==> config.mk <==
export PLATFORM = sky130hd
export DESIGN_NAME = gregorian_date_difference
export DESIGN_NICKNAME = d
export VERILOG_FILES = /design/src/design/gdd_pkg.sv /design/src/design/gdd_day_count.sv /design/src/design/gregorian_date_difference.sv
export SDC_FILE = /design/constraint.sdc
export NUM_CORES = 2
export LEC_CHECK = 0
export ABC_AREA = 1
export BUFFER_PORTS_ARGS = -buffer_cell sky130_fd_sc_hd__buf_2
export CORE_ASPECT_RATIO = 0.7
export CORE_MARGIN = 3
export CORE_UTILIZATION = 50
export CTS_BUF_LIST = sky130_fd_sc_hd__clkbuf_8 sky130_fd_sc_hd__clkbuf_16
export DETAILED_ROUTE_END_ITERATION = 16
export GPL_TIMING_DRIVEN = 0
export PLACE_DENSITY = 0.79
export SYNTH_ARGS = -nofsm -noshare
export SYNTH_HDL_FRONTEND = slang
export SYNTH_SLANG_ARGS = --single-unit
export TNS_END_PERCENT = 1
==> constraint.sdc <==
create_clock -name clk -period 5.62 [get_ports clk]
set_input_delay 1.405 -clock clk [delete_from_list [all_inputs] [get_ports clk]]
set_output_delay 1.405 -clock clk [all_outputs]
set_load 0.005 [all_outputs]
==> src/design/gdd_pkg.sv <==
// Shared constants, types and calendar tables for the date difference block.
package gdd_pkg;

    localparam int YEAR_W  = 14;
    localparam int MD_W    = 7;
    localparam int DAYS_W  = 22;
    localparam int COUNT_W = 24;
    localparam int Y365_W  = 23;
    localparam int MIDX_W  = 4;
    localparam int MBASE_W = 9;
    localparam int MLEN_W  = 5;

    localparam int EPOCH_YEAR_DEF = 2000;

    // x / 25 == (x * RECIP25) >> RECIP_SHIFT for x below 4096
    localparam int RECIP25     = 41944;
    localparam int RECIP_SHIFT = 20;
    localparam int RECIP_W     = 16;
    localparam int DIV_BY      = 25;

    localparam int DAYS_PER_YEAR = 365;

    localparam logic [DAYS_W-1:0] DAYS_MAX = {DAYS_W{1'b1}};

    localparam logic [MIDX_W-1:0] MONTH_JAN   = 4'd1;
    localparam logic [MIDX_W-1:0] MONTH_FEB   = 4'd2;
    localparam logic [MIDX_W-1:0] MONTH_MAR   = 4'd3;
    localparam logic [MIDX_W-1:0] MONTH_DEC   = 4'd12;
    localparam logic [MIDX_W-1:0] MONTH_CLAMP = 4'd13;

    typedef struct packed {
        logic s1;
        logic s2;
        logic s3;
    } stage_en_t;

    function automatic logic [MBASE_W-1:0] month_start(input logic [MIDX_W-1:0] m);
        logic [MBASE_W-1:0] r;
        unique case (m)
            4'd2:    r = 9'd31;
            4'd3:    r = 9'd59;
            4'd4:    r = 9'd90;
            4'd5:    r = 9'd120;
            4'd6:    r = 9'd151;
            4'd7:    r = 9'd181;
            4'd8:    r = 9'd212;
            4'd9:    r = 9'd243;
            4'd10:   r = 9'd273;
            4'd11:   r = 9'd304;
            4'd12:   r = 9'd334;
            4'd13:   r = 9'd365;
            default: r = 9'd0;
        endcase
        return r;
    endfunction

    function automatic logic [MLEN_W-1:0] month_len(input logic [MIDX_W-1:0] m,
                                                    input logic leap);
        logic [MLEN_W-1:0] r;
        unique case (m)
            4'd1, 4'd3, 4'd5, 4'd7, 4'd8, 4'd10, 4'd12: r = 5'd31;
            4'd4, 4'd6, 4'd9, 4'd11:                    r = 5'd30;
            4'd2:                                       r = leap ? 5'd29 : 5'd28;
            default:                                    r = 5'd0;
        endcase
        return r;
    endfunction

endpackage

==> src/design/gdd_day_count.sv <==
// Three-stage lane turning one date into a signed day count and a validity flag.
module gdd_day_count #(
    parameter int EPOCH_YEAR = gdd_pkg::EPOCH_YEAR_DEF
) (
    input  logic                               clk,
    input  gdd_pkg::stage_en_t                 en,
    input  logic [gdd_pkg::YEAR_W-1:0]         year,
    input  logic [gdd_pkg::MD_W-1:0]           month,
    input  logic [gdd_pkg::MD_W-1:0]           day,
    output logic signed [gdd_pkg::COUNT_W-1:0] count,
    output logic                               valid
);

    localparam int YW  = gdd_pkg::YEAR_W;
    localparam int Q4W = YW - 2;
    localparam int Q16W = YW - 4;
    localparam int P100W = Q4W + gdd_pkg::RECIP_W;
    localparam int P400W = Q16W + gdd_pkg::RECIP_W;
    localparam int Q100W = P100W - gdd_pkg::RECIP_SHIFT;
    localparam int Q400W = P400W - gdd_pkg::RECIP_SHIFT;
    localparam int Y365W = gdd_pkg::Y365_W;
    localparam int CW = gdd_pkg::COUNT_W;
    localparam int LEAPS_BEFORE = (EPOCH_YEAR - 1) / 4 - (EPOCH_YEAR - 1) / 100
                                + (EPOCH_YEAR - 1) / 400;
    localparam logic [YW-1:0] EPOCH = YW'(EPOCH_YEAR);

    // stage 1
    logic [YW-1:0]                  ym1_reg, ym1_next;
    logic [3:0]                     ylow_reg, ylow_next;
    logic                           yzero_reg, yzero_next;
    logic                           ygt1_reg, ygt1_next;
    logic [Q100W-1:0]               q100_reg, q100_next;
    logic [Q400W-1:0]               q400_reg, q400_next;
    logic [Y365W-1:0]               y365_reg, y365_next;
    logic [gdd_pkg::MIDX_W-1:0]     m1_reg, m1_next;
    logic [gdd_pkg::MD_W-1:0]       d1_reg, d1_next;

    // stage 2
    logic [Y365W-1:0]               ypart_reg, ypart_next;
    logic                           leap_reg, leap_next;
    logic [gdd_pkg::MIDX_W-1:0]     m2_reg, m2_next;
    logic [gdd_pkg::MD_W-1:0]       d2_reg, d2_next;
    logic                           ok2_reg, ok2_next;

    // stage 3
    logic signed [CW-1:0]           count_reg, count_next;
    logic                           valid_reg, valid_next;

    logic [P100W-1:0]               p100;
    logic [P400W-1:0]               p400;
    logic [Q4W-1:0]                 r100;
    logic [Q16W-1:0]                r400;
    logic [Q4W-1:0]                 lcnt;
    logic                           c100;
    logic                           c400;
    logic [gdd_pkg::MLEN_W-1:0]     mlen;
    logic [CW-1:0]                  sum;

    always_comb
    begin
        ym1_next   = year - YW'(1);
        ylow_next  = year[3:0];
        yzero_next = (year == '0);
        ygt1_next  = (year > EPOCH);
        p100       = P100W'(ym1_next[YW-1:2]) * P100W'(gdd_pkg::RECIP25);
        p400       = P400W'(ym1_next[YW-1:4]) * P400W'(gdd_pkg::RECIP25);
        q100_next  = p100[P100W-1:gdd_pkg::RECIP_SHIFT];
        q400_next  = p400[P400W-1:gdd_pkg::RECIP_SHIFT];
        y365_next  = ygt1_next
                   ? Y365W'(year - EPOCH) * Y365W'(gdd_pkg::DAYS_PER_YEAR)
                   : '0;
        m1_next    = (month > gdd_pkg::MD_W'(gdd_pkg::MONTH_CLAMP))
                   ? gdd_pkg::MONTH_CLAMP : month[gdd_pkg::MIDX_W-1:0];
        d1_next    = day;
    end

    always_comb
    begin
        r100  = ym1_reg[YW-1:2] - Q4W'(q100_reg) * Q4W'(gdd_pkg::DIV_BY);
        r400  = ym1_reg[YW-1:4] - Q16W'(q400_reg) * Q16W'(gdd_pkg::DIV_BY);
        c100  = (ylow_reg[1:0] == 2'b00) && (r100 == Q4W'(gdd_pkg::DIV_BY - 1));
        c400  = (ylow_reg == 4'b0000) && (r400 == Q16W'(gdd_pkg::DIV_BY - 1));
        leap_next = yzero_reg || ((ylow_reg[1:0] == 2'b00) && !c100) || c400;
        lcnt  = ym1_reg[YW-1:2] - Q4W'(q100_reg) + Q4W'(q400_reg);
        ypart_next = ygt1_reg
                   ? y365_reg + Y365W'(lcnt) - Y365W'(LEAPS_BEFORE)
                   : '0;
        mlen  = gdd_pkg::month_len(m1_reg, leap_next);
        ok2_next = (d1_reg != '0) && (d1_reg <= gdd_pkg::MD_W'(mlen));
        m2_next = m1_reg;
        d2_next = d1_reg;
    end

    always_comb
    begin
        sum = CW'(ypart_reg) + CW'(gdd_pkg::month_start(m2_reg))
            + CW'((m2_reg >= gdd_pkg::MONTH_MAR) && leap_reg) + CW'(d2_reg);
        count_next = $signed(sum - CW'(1));
        valid_next = ok2_reg;
    end

    always_ff @(posedge clk)
    begin
        if (en.s1)
        begin
            ym1_reg   <= ym1_next;
            ylow_reg  <= ylow_next;
            yzero_reg <= yzero_next;
            ygt1_reg  <= ygt1_next;
            q100_reg  <= q100_next;
            q400_reg  <= q400_next;
            y365_reg  <= y365_next;
            m1_reg    <= m1_next;
            d1_reg    <= d1_next;
        end
        if (en.s2)
        begin
            ypart_reg <= ypart_next;
            leap_reg  <= leap_next;
            m2_reg    <= m2_next;
            d2_reg    <= d2_next;
            ok2_reg   <= ok2_next;
        end
        if (en.s3)
        begin
            count_reg <= count_next;
            valid_reg <= valid_next;
        end
    end

    assign count = count_reg;
    assign valid = valid_reg;

endmodule

==> src/design/gregorian_date_difference.sv <==
// Top level: two day-count lanes, difference stage and pipeline handshake.
// Each request carries two dates and yields one result; a new request can
// enter every cycle while in_stall is low. The four register
// stages are: reciprocal multiply for the year divisions, leap rule and
// year offset, month/day summation, and the absolute difference with
// saturation. A stalled output holds only the stages that are full; empty
// stages behind it keep filling.
module gregorian_date_difference #(
    parameter int EPOCH_YEAR = gdd_pkg::EPOCH_YEAR_DEF
) (
    input  logic                        clk,
    input  logic                        rst_n,
    input  logic                        in_valid,
    output logic                        in_stall,
    input  logic [gdd_pkg::YEAR_W-1:0]  first_year,
    input  logic [gdd_pkg::MD_W-1:0]    first_month,
    input  logic [gdd_pkg::MD_W-1:0]    first_day,
    input  logic [gdd_pkg::YEAR_W-1:0]  second_year,
    input  logic [gdd_pkg::MD_W-1:0]    second_month,
    input  logic [gdd_pkg::MD_W-1:0]    second_day,
    output logic                        out_valid,
    input  logic                        out_stall,
    output logic [gdd_pkg::DAYS_W-1:0]  days_between,
    output logic                        first_valid,
    output logic                        second_valid
);

    localparam int CW = gdd_pkg::COUNT_W;

    logic v1_reg, v1_next;
    logic v2_reg, v2_next;
    logic v3_reg, v3_next;
    logic v4_reg, v4_next;
    logic rdy1, rdy2, rdy3, rdy4;
    gdd_pkg::stage_en_t en;

    logic signed [CW-1:0] cnt_a;
    logic signed [CW-1:0] cnt_b;
    logic                 ok_a;
    logic                 ok_b;
    logic [CW-1:0]        diff;

    logic [gdd_pkg::DAYS_W-1:0] days_reg, days_next;
    logic                       fv_reg, fv_next;
    logic                       sv_reg, sv_next;

    assign rdy4 = !v4_reg || !out_stall;
    assign rdy3 = !v3_reg || rdy4;
    assign rdy2 = !v2_reg || rdy3;
    assign rdy1 = !v1_reg || rdy2;

    assign en.s1 = rdy1;
    assign en.s2 = rdy2;
    assign en.s3 = rdy3;

    assign in_stall = !rdy1;

    assign v1_next = rdy1 ? in_valid : v1_reg;
    assign v2_next = rdy2 ? v1_reg   : v2_reg;
    assign v3_next = rdy3 ? v2_reg   : v3_reg;
    assign v4_next = rdy4 ? v3_reg   : v4_reg;

    gdd_day_count #(.EPOCH_YEAR(EPOCH_YEAR)) u_first (
        .clk   (clk),
        .en    (en),
        .year  (first_year),
        .month (first_month),
        .day   (first_day),
        .count (cnt_a),
        .valid (ok_a)
    );

    gdd_day_count #(.EPOCH_YEAR(EPOCH_YEAR)) u_second (
        .clk   (clk),
        .en    (en),
        .year  (second_year),
        .month (second_month),
        .day   (second_day),
        .count (cnt_b),
        .valid (ok_b)
    );

    always_comb
    begin
        diff = (cnt_a > cnt_b) ? CW'(cnt_a - cnt_b) : CW'(cnt_b - cnt_a);
        days_next = (diff > CW'(gdd_pkg::DAYS_MAX))
                  ? gdd_pkg::DAYS_MAX : diff[gdd_pkg::DAYS_W-1:0];
        fv_next = ok_a;
        sv_next = ok_b;
    end

    always_ff @(posedge clk or negedge rst_n)
    begin
        if (!rst_n)
        begin
            v1_reg <= 1'b0;
            v2_reg <= 1'b0;
            v3_reg <= 1'b0;
            v4_reg <= 1'b0;
        end
        else
        begin
            v1_reg <= v1_next;
            v2_reg <= v2_next;
            v3_reg <= v3_next;
            v4_reg <= v4_next;
        end
    end

    always_ff @(posedge clk)
    begin
        if (rdy4)
        begin
            days_reg <= days_next;
            fv_reg   <= fv_next;
            sv_reg   <= sv_next;
        end
    end

    assign out_valid    = v4_reg;
    assign days_between = days_reg;
    assign first_valid  = fv_reg;
    assign second_valid = sv_reg;

`ifndef SYNTHESIS
    // accepted request lands in stage one
    a_accept_fill: assert property (@(posedge clk) disable iff (!rst_n)
        (in_valid && !in_stall) |=> v1_reg)
        else $error("accepted request not captured in stage one");

    // empty pipeline never pushes back
    a_empty_ready: assert property (@(posedge clk) disable iff (!rst_n)
        (!v1_reg && !v2_reg && !v3_reg && !v4_reg) |-> !in_stall)
        else $error("input stalled with empty pipeline");

    // full stage behind a stalled output is held
    a_stall_hold: assert property (@(posedge clk) disable iff (!rst_n)
        (v4_reg && out_stall && v3_reg) |=> (v3_reg && v4_reg))
        else $error("stage three request lost under output stall");
`endif

endmodule
Word-level counts from Yosys, hierarchy flattened:

Memories as Yosys holds them, arrays and structs flattened. A register that Yosys moved wholly into a read port is not among the register bits.
Index checks and enable logic that the tools add are counted.

* add/sub/neg operators: 26
* multipliers: 10
* div/mod/pow operators: 0
* $lt $le $gt $ge: 10
* equal/unequal tests: 28
* shifts and indexed selects: 0
* multiplexer cells: 7
* bitwise operators: 0
* reduce and logical (&&, ||, !) cells: 38

Operators with widths (count)
* 12-bit by 13-bit multiplier with 25-bit output, second input constant: 2
* 23-bit by 9-bit adder with 24-bit output: 2
* 24-bit by 1-bit adder with 24-bit output: 2
* 24-bit by 7-bit adder with 24-bit output: 2
* 24-bit by 1-bit subtractor with 24-bit output, second input constant: 2
* 24-bit subtractor: 2
* 23-bit by 12-bit adder with 23-bit output: 2
* 10-bit by 13-bit multiplier with 23-bit output, second input constant: 2
* 23-bit by 9-bit multiplier with 23-bit output, second input constant: 2
* 23-bit by 9-bit subtractor with 23-bit output, second input constant: 2
* 4-bit equality test, second input constant: 10
* 4-bit by 3-bit equality test with 1-bit output, second input constant: 8
* 5-bit one-hot mux with 3 select lines: 2
* 14-bit by 11-bit subtractor with 15-bit output, second input constant: 2
* 14-bit by 11-bit > comparator with 1-bit output, second input constant: 2
* 14-bit zero test: 2
* 14-bit by 1-bit subtractor with 14-bit output, second input constant: 2
* 12-bit by 6-bit adder with 12-bit output: 2
* 12-bit by 5-bit equality test with 1-bit output, second input constant: 2
* 24-bit by 22-bit > comparator with 1-bit output, second input constant: 1
* 24-bit > comparator: 1
* 8-bit by 5-bit multiplier with 12-bit output, second input constant: 2
* 24-bit 2-to-1 mux: 1
* 12-bit subtractor: 2
* other kinds (19): 60

* flip-flop bits (word level): 286
* bits in latches: 0
* RAM bits: 0
* ROM bits: 288
* bits of input ports: 60
* output and inout port bits: 26
* logic and storage cells: 160
* memories: 2

Memories
* (no name shown): words 16, bits a word 9, read ports 1, clocked after memory_dff 1, write ports 0, RTL line gdd_pkg.sv:39 `unique case (m)`
* (no name shown): words 16, bits a word 9, read ports 1, clocked after memory_dff 1, write ports 0, RTL line gdd_pkg.sv:39

Depth between registers and ports, before layout:

* word-level depth: 12
* mapped depth: 31
* depth with buffers taken out: 30

By module:

From an unflattened synthesis, not the netlist that was laid out.

* cells, all modules: 5171
* area total of the unflattened synthesis: 41172.0 sq um

Modules (own cells, without submodules)
* gdd_day_count at u_first: times used 1, cells each 2218, area each 18305.1 sq um, sequential area each 3993.8 sq um
* gdd_day_count at u_second: times used 1, cells each 2182, area each 18157.4 sq um, sequential area each 3993.8 sq um
* gregorian_date_difference: times used 1, cells each 771, area each 4709.5 sq um, sequential area each 820.8 sq um

Worst setup path before layout:

No wires, ideal clock.

* path type: input to register
* from: input port out_stall
* to: register u_first.d1_reg[0] (netlist bit), enable pin
* library setup time: 0.485 ns
* arrival time: 6.705 ns
* required time: 5.135 ns
* slack: -1.570 ns
* cell stages on the path: 8
* buffers on the path: 1
* path through: nand2_1 -> nor2_1 -> inv_2 -> nor2_2 -> inv_2 -> buf_2 -> nor2_1 -> inv_1

* word-level cells in the longest chain between the ends: 5

Ends and longest elaborated chain
* start: declaration: RTL line gregorian_date_difference.sv:22 `input logic out_stall,`
* 1-bit zero test: RTL line gregorian_date_difference.sv:47 `assign rdy4 = !v4_reg || !out_stall;`
* 1-bit logical OR: RTL line gregorian_date_difference.sv:47
* 1-bit logical OR: RTL line gregorian_date_difference.sv:48 `assign rdy3 = !v3_reg || rdy4;`
* via rdy3: RTL line gregorian_date_difference.sv:34 `logic rdy1, rdy2, rdy3, rdy4;`
* 1-bit logical OR: RTL line gregorian_date_difference.sv:49 `assign rdy2 = !v2_reg || rdy3;`
* 1-bit logical OR: RTL line gregorian_date_difference.sv:50 `assign rdy1 = !v1_reg || rdy2;`
* end signal: assignment: RTL line gdd_day_count.sv:114 `d1_reg <= d1_next;`
* end: declaration: RTL line gdd_day_count.sv:36 `logic [gdd_pkg::MD_W-1:0] d1_reg, d1_next;`

The timed path passes the listed nets, and every way through them passes these cells.
A chain may end at the register's enable or synchronous reset.

Worst setup path in the final report:

* from: input port second_year[5] (netlist bit)
* to: register u_second.q100_reg[2], data pin

* word-level cells in the longest chain between the ends: 2

Ends and longest elaborated chain
* start: declaration: RTL line gregorian_date_difference.sv:18 `input logic [gdd_pkg::YEAR_W-1:0] second_year,`
* 14-bit by 1-bit subtractor with 14-bit output: RTL line gdd_day_count.sv:61 `ym1_next = year - YW'(1);`
* via u_second.ym1_next[12]: RTL line gdd_day_count.sv:28 `logic [YW-1:0] ym1_reg, ym1_next;`
* 12-bit by 13-bit multiplier with 25-bit output: RTL line gdd_day_count.sv:65 `p100 = P100W'(ym1_next[YW-1:2]) * P100W'(gdd_pkg::RECIP25);`
* via u_second.p100[22]: RTL line gdd_day_count.sv:49 `logic [P100W-1:0] p100;`
* end signal: assignment: RTL line gdd_day_count.sv:110 `q100_reg <= q100_next;`
* end: declaration: RTL line gdd_day_count.sv:32 `logic [Q100W-1:0] q100_reg, q100_next;`

The timed path passes the listed nets, and every way through them passes these cells.

==> summary.md <==
| Metric | Value |
|---|---|
| Result of the run | finished, violations left |
| Failing checks | setup timing |
| Max cap viols | 0 |
| Final worst setup slack | -0.7930 ns |
| Final WL | 100.5 mm |
| R2r setup slk | 0.44 ns |
| Tot GR Track Use | 0.2383 |
| Synth-to-Final Area Change | 10.63% |
| Routed via count | 33155 |
| Avg Cell Area, Syn | 7.964 um2 |
| Root Buffer | clkbuf_16 |
| Max-slew violation count | 0 |
| Async S/R FF share, synth | 0.01333 |
| # nets final | 6180 |
| Hold Crit Start | u_second.ok2_reg$_DFFE_PN_ |
| Clk_lat worst skew | 0.56 ns |
| Post-Synth Adder-Cell Area | 0.3564 |
| Mapped Nets | 6016 |
| Antenna violations before repair | 3 |
| Routed len/inst | 16.13 um |
| Setup TNS | -17.47 ns |
| Core area | 77850 um2 |
| Slew of the pin with the lowest slew margin | 0.6559 ns |
| Post-synthesis simple-gate area fraction | 0.1747 |
| DR pass1 iterations | 7 |
| CTS Buffer Depth | 3 |
| Mux contribution to synthesized area | 0 |
| Vias in the first global route | 31511 |
| Io pins | 86 |
| Final period utilization | 1.141 |
| Crit Reg-Reg Startpoint | u_first.q400_reg[3]$_DFFE_PN_ |
| 1st-iter DRT viols | 2921 |
| Rel. slew slack | 0.5617 |
| Kind of critical path | in -> reg |
| Compound-Gate Fraction of Synth Area | 0.09377 |
| Largest cells by area after synthesis | ha_1, edfxtp_1, fa_1 |
| Placed Area | 41750 um2 |
| Global-route wire length before repair | 161.5 mm |
| Final instance area | 44000 um2 |
| Critical Path End Type | flip-flop |
| Synth top area share | 0.2120 |
| Die width | 343.1 um |
| Grt ovf | 0 |
| FILL cells | 6850 |
| Worst hold path class | reg -> reg |
| Vias/cell | 5.324 |
| RSZ-0062 raised after global routing | yes |
| Hold endpoint | u_second.valid$_DFFE_PP_ |
| Critical path peak fanout | 3 |
| Number of synthesized flops with an enable pin | 278 |
| Most used DFF post-synth | edfxtp_1 |
| Seq cells post-synth | 300 |
| # DRC | 0 |
| Routability cong. | 0.9574 |
| CTS tree | yes |
| Critical path arrival | 6.69 ns |
| Startpoint types | input pin |
| Post-CTS Hold Buffers | 0 |
| Synth unique cells | 52 |
| Clk_skew | 0.03238 ns |
| CTS Buf Count | 34 |
| CP required | 5.90 ns |
| Largest area contributor in the netlist | ha_1 |
| Min cycle time layout | 6.413 ns |
| Post-detail-place hpwl | 83.35 mm |
| Hold Fails Final Rpt | 0 |
| Register area share after synthesis | 0.2214 |
| Clock-pin transition on the worst setup and hold timing paths | 0.06 ns |
| Cell count after synthesis | 4995 |
| PortBufs | 79 |
| Ys Warns | 0 |
| Die Footprint | 83030 um2 |
| Antenna viol nets, final | 0 |
| Proportion of layout cells with a drive suffix above 1 | 0.07910 |
| Clk sink count | 300 |
| Reg2Reg Depth | 23 |
| Largest family of logic cells by synthesized area | adder cells |
| Row Count | 85 |
| H-Tree Depth | 2 |
| Die H | 242.0 um |
| Final setup vio count | 33 |
| Hold Path Stages | 0 |
| FF-to-FF End | u_first.ypart_reg[19]$_SDFFCE_PN0N_ |
| Synthesized area | 39780 um2 |
| Pin count of the biggest net entering global routing | 62 |
| Initial core utilization | 0.5110 |
| Max Clk Rate | 0.1559 GHz |
| Xor/xnor share of the synthesized area | 0.03699 |
[critical path: stages]
cell and delay (ns):
buf_2 0.15, inv_4 0.08, ha_4 0.14, inv_2 0.06, nor4_4 0.24, nand2_1 0.10
inv_2 0.07, nand4_1 0.17, xor2_2 0.31, inv_2 0.07, ha_4 0.27, inv_2 0.05
ha_4 0.21, fa_1 0.49, inv_1 0.06, fa_1 0.57, inv_2 0.06, fa_1 0.51
inv_1 0.06, fa_1 0.49, inv_2 0.05, ha_4 0.25, a21oi_2 0.13, o21ai_1 0.08
a21oi_1 0.18, nand2_2 0.13, buf_6 0.14, xor2_1 0.14
[cell type report]
| cell class | instances | area, um2 | share of cell area |
|---|---|---|---|
| inverters | 1186 | 4467 | 0.1015 |
| multi-input cells | 3473 | 27350 | 0.6215 |
| repair buffers | 128 | 858.3 | 0.01951 |
| well taps | 1044 | 1306 | 0.02968 |
| plain buffers | 36 | 196.4 | 0.004464 |
| clock inverters | 24 | 140.1 | 0.003185 |
| flip-flops and latches | 300 | 8808 | 0.2002 |
| clock buffers | 36 | 878.3 | 0.01996 |
| diodes | 1 | 2.502 | 0.00005687 |
[cell families after synthesis]
kind of cell | count (synthesis)
AOI/OAI and AO/OA | 674
adders and majority gates | 961
DFF | 300
and+or+nand+nor | 1670
xor gates and xnor gates | 168
buffers and inverters | 1222
[timing repair]
action                                  CTS  global route
resized for setup                        99           109
endpoints found under the setup margin   43            50
buffers inserted                         30            15
hold endpoints to repair                  0             0
gates cloned                              0             0
pin swaps                                27            37
[placed cells by master, fill, tap and decap left out, types with 7 or more instances in the layout]
cell type,n
a211oi_1,8
a21o_1,23
a21oi_1,324
a21oi_2,24
a31oi_1,10
buf_2,83
buf_4,49
buf_6,7
clkbuf_1,11
clkbuf_16,34
dfxtp_1,18
edfxtp_1,278
fa_1,281
ha_1,646
ha_2,7
ha_4,21
inv_1,1167
inv_2,23
nand2_1,939
nand2_2,27
nand3_1,201
nand3b_1,7
nand4_1,65
nor2_1,308
nor2_2,13
nor2_4,9
nor3_1,43
nor4_1,7
o211ai_1,11
o21a_1,22
o21ai_0,165
o21ai_1,20
o21bai_1,18
o31ai_1,8
or2_2,10
xnor2_1,34
xor2_1,115
xor2_2,12
xor2_4,7
[per-layer routing]
| metal | global-route usage | vias up | part of all wire |
|---|---|---|---|
| met5 | 0 | - | 0 |
| met4 | 0.03752 | 0 | 0.015 |
| met3 | 0.05503 | 131 | 0.10 |
| met2 | 0.3445 | 1342 | 0.41 |
| met1 | 0.3664 | 15373 | 0.48 |
| li1 | - | 16309 | - |
[synthesized netlist by cell type, drive strengths merged (19+ instances only)]
master	instances
a21o	23
a21oi	349
clkbuf	19
edfxtp	278
fa	287
ha	674
inv	1186
nand2	970
nand3	208
nand4	65
nor2	330
nor3	54
o21a	22
o21ai	187
xnor2	34
xor2	134
[stage by stage]
stage          utilization  std cells  hold WS, ns  worst slack (ns)
2_1_floorplan            -       4995       0.4003           -0.7429
3_3_place_gp        0.5352       6118       0.4032            -2.793
3_5_place_dp        0.5363       6122       0.4115            -1.764
4_1_cts             0.5582       6212       0.4236           -0.6107
5_1_grt             0.5652       6227       0.4343           -0.9075
6_report            0.5653       6228       0.4255           -0.7930
[worst max path at each step]
| stage | slack [ns] | from | end |
|---|---|---|---|
| after floorplan | -0.74 | first_year[4] | u_first.q400_reg[4]$_DFFE_PN_ |
| after global placement | -2.79 | out_stall | u_first.ym1_reg[2]$_DFFE_PN_ |
| after detailed placement | -1.76 | second_year[0] | u_second.q100_reg[7]$_DFFE_PN_ |
| after CTS | -0.61 | second_year[1] | u_second.q100_reg[6]$_DFFE_PN_ |
| after global routing | -0.91 | second_year[5] | u_second.q400_reg[4]$_DFFE_PN_ |
| final | -0.79 | second_year[5] | u_second.q100_reg[2]$_DFFE_PN_ |
Power is not shown: default switching activity piles up to over one toggle a cycle in this logic, so the estimate is an artifact.
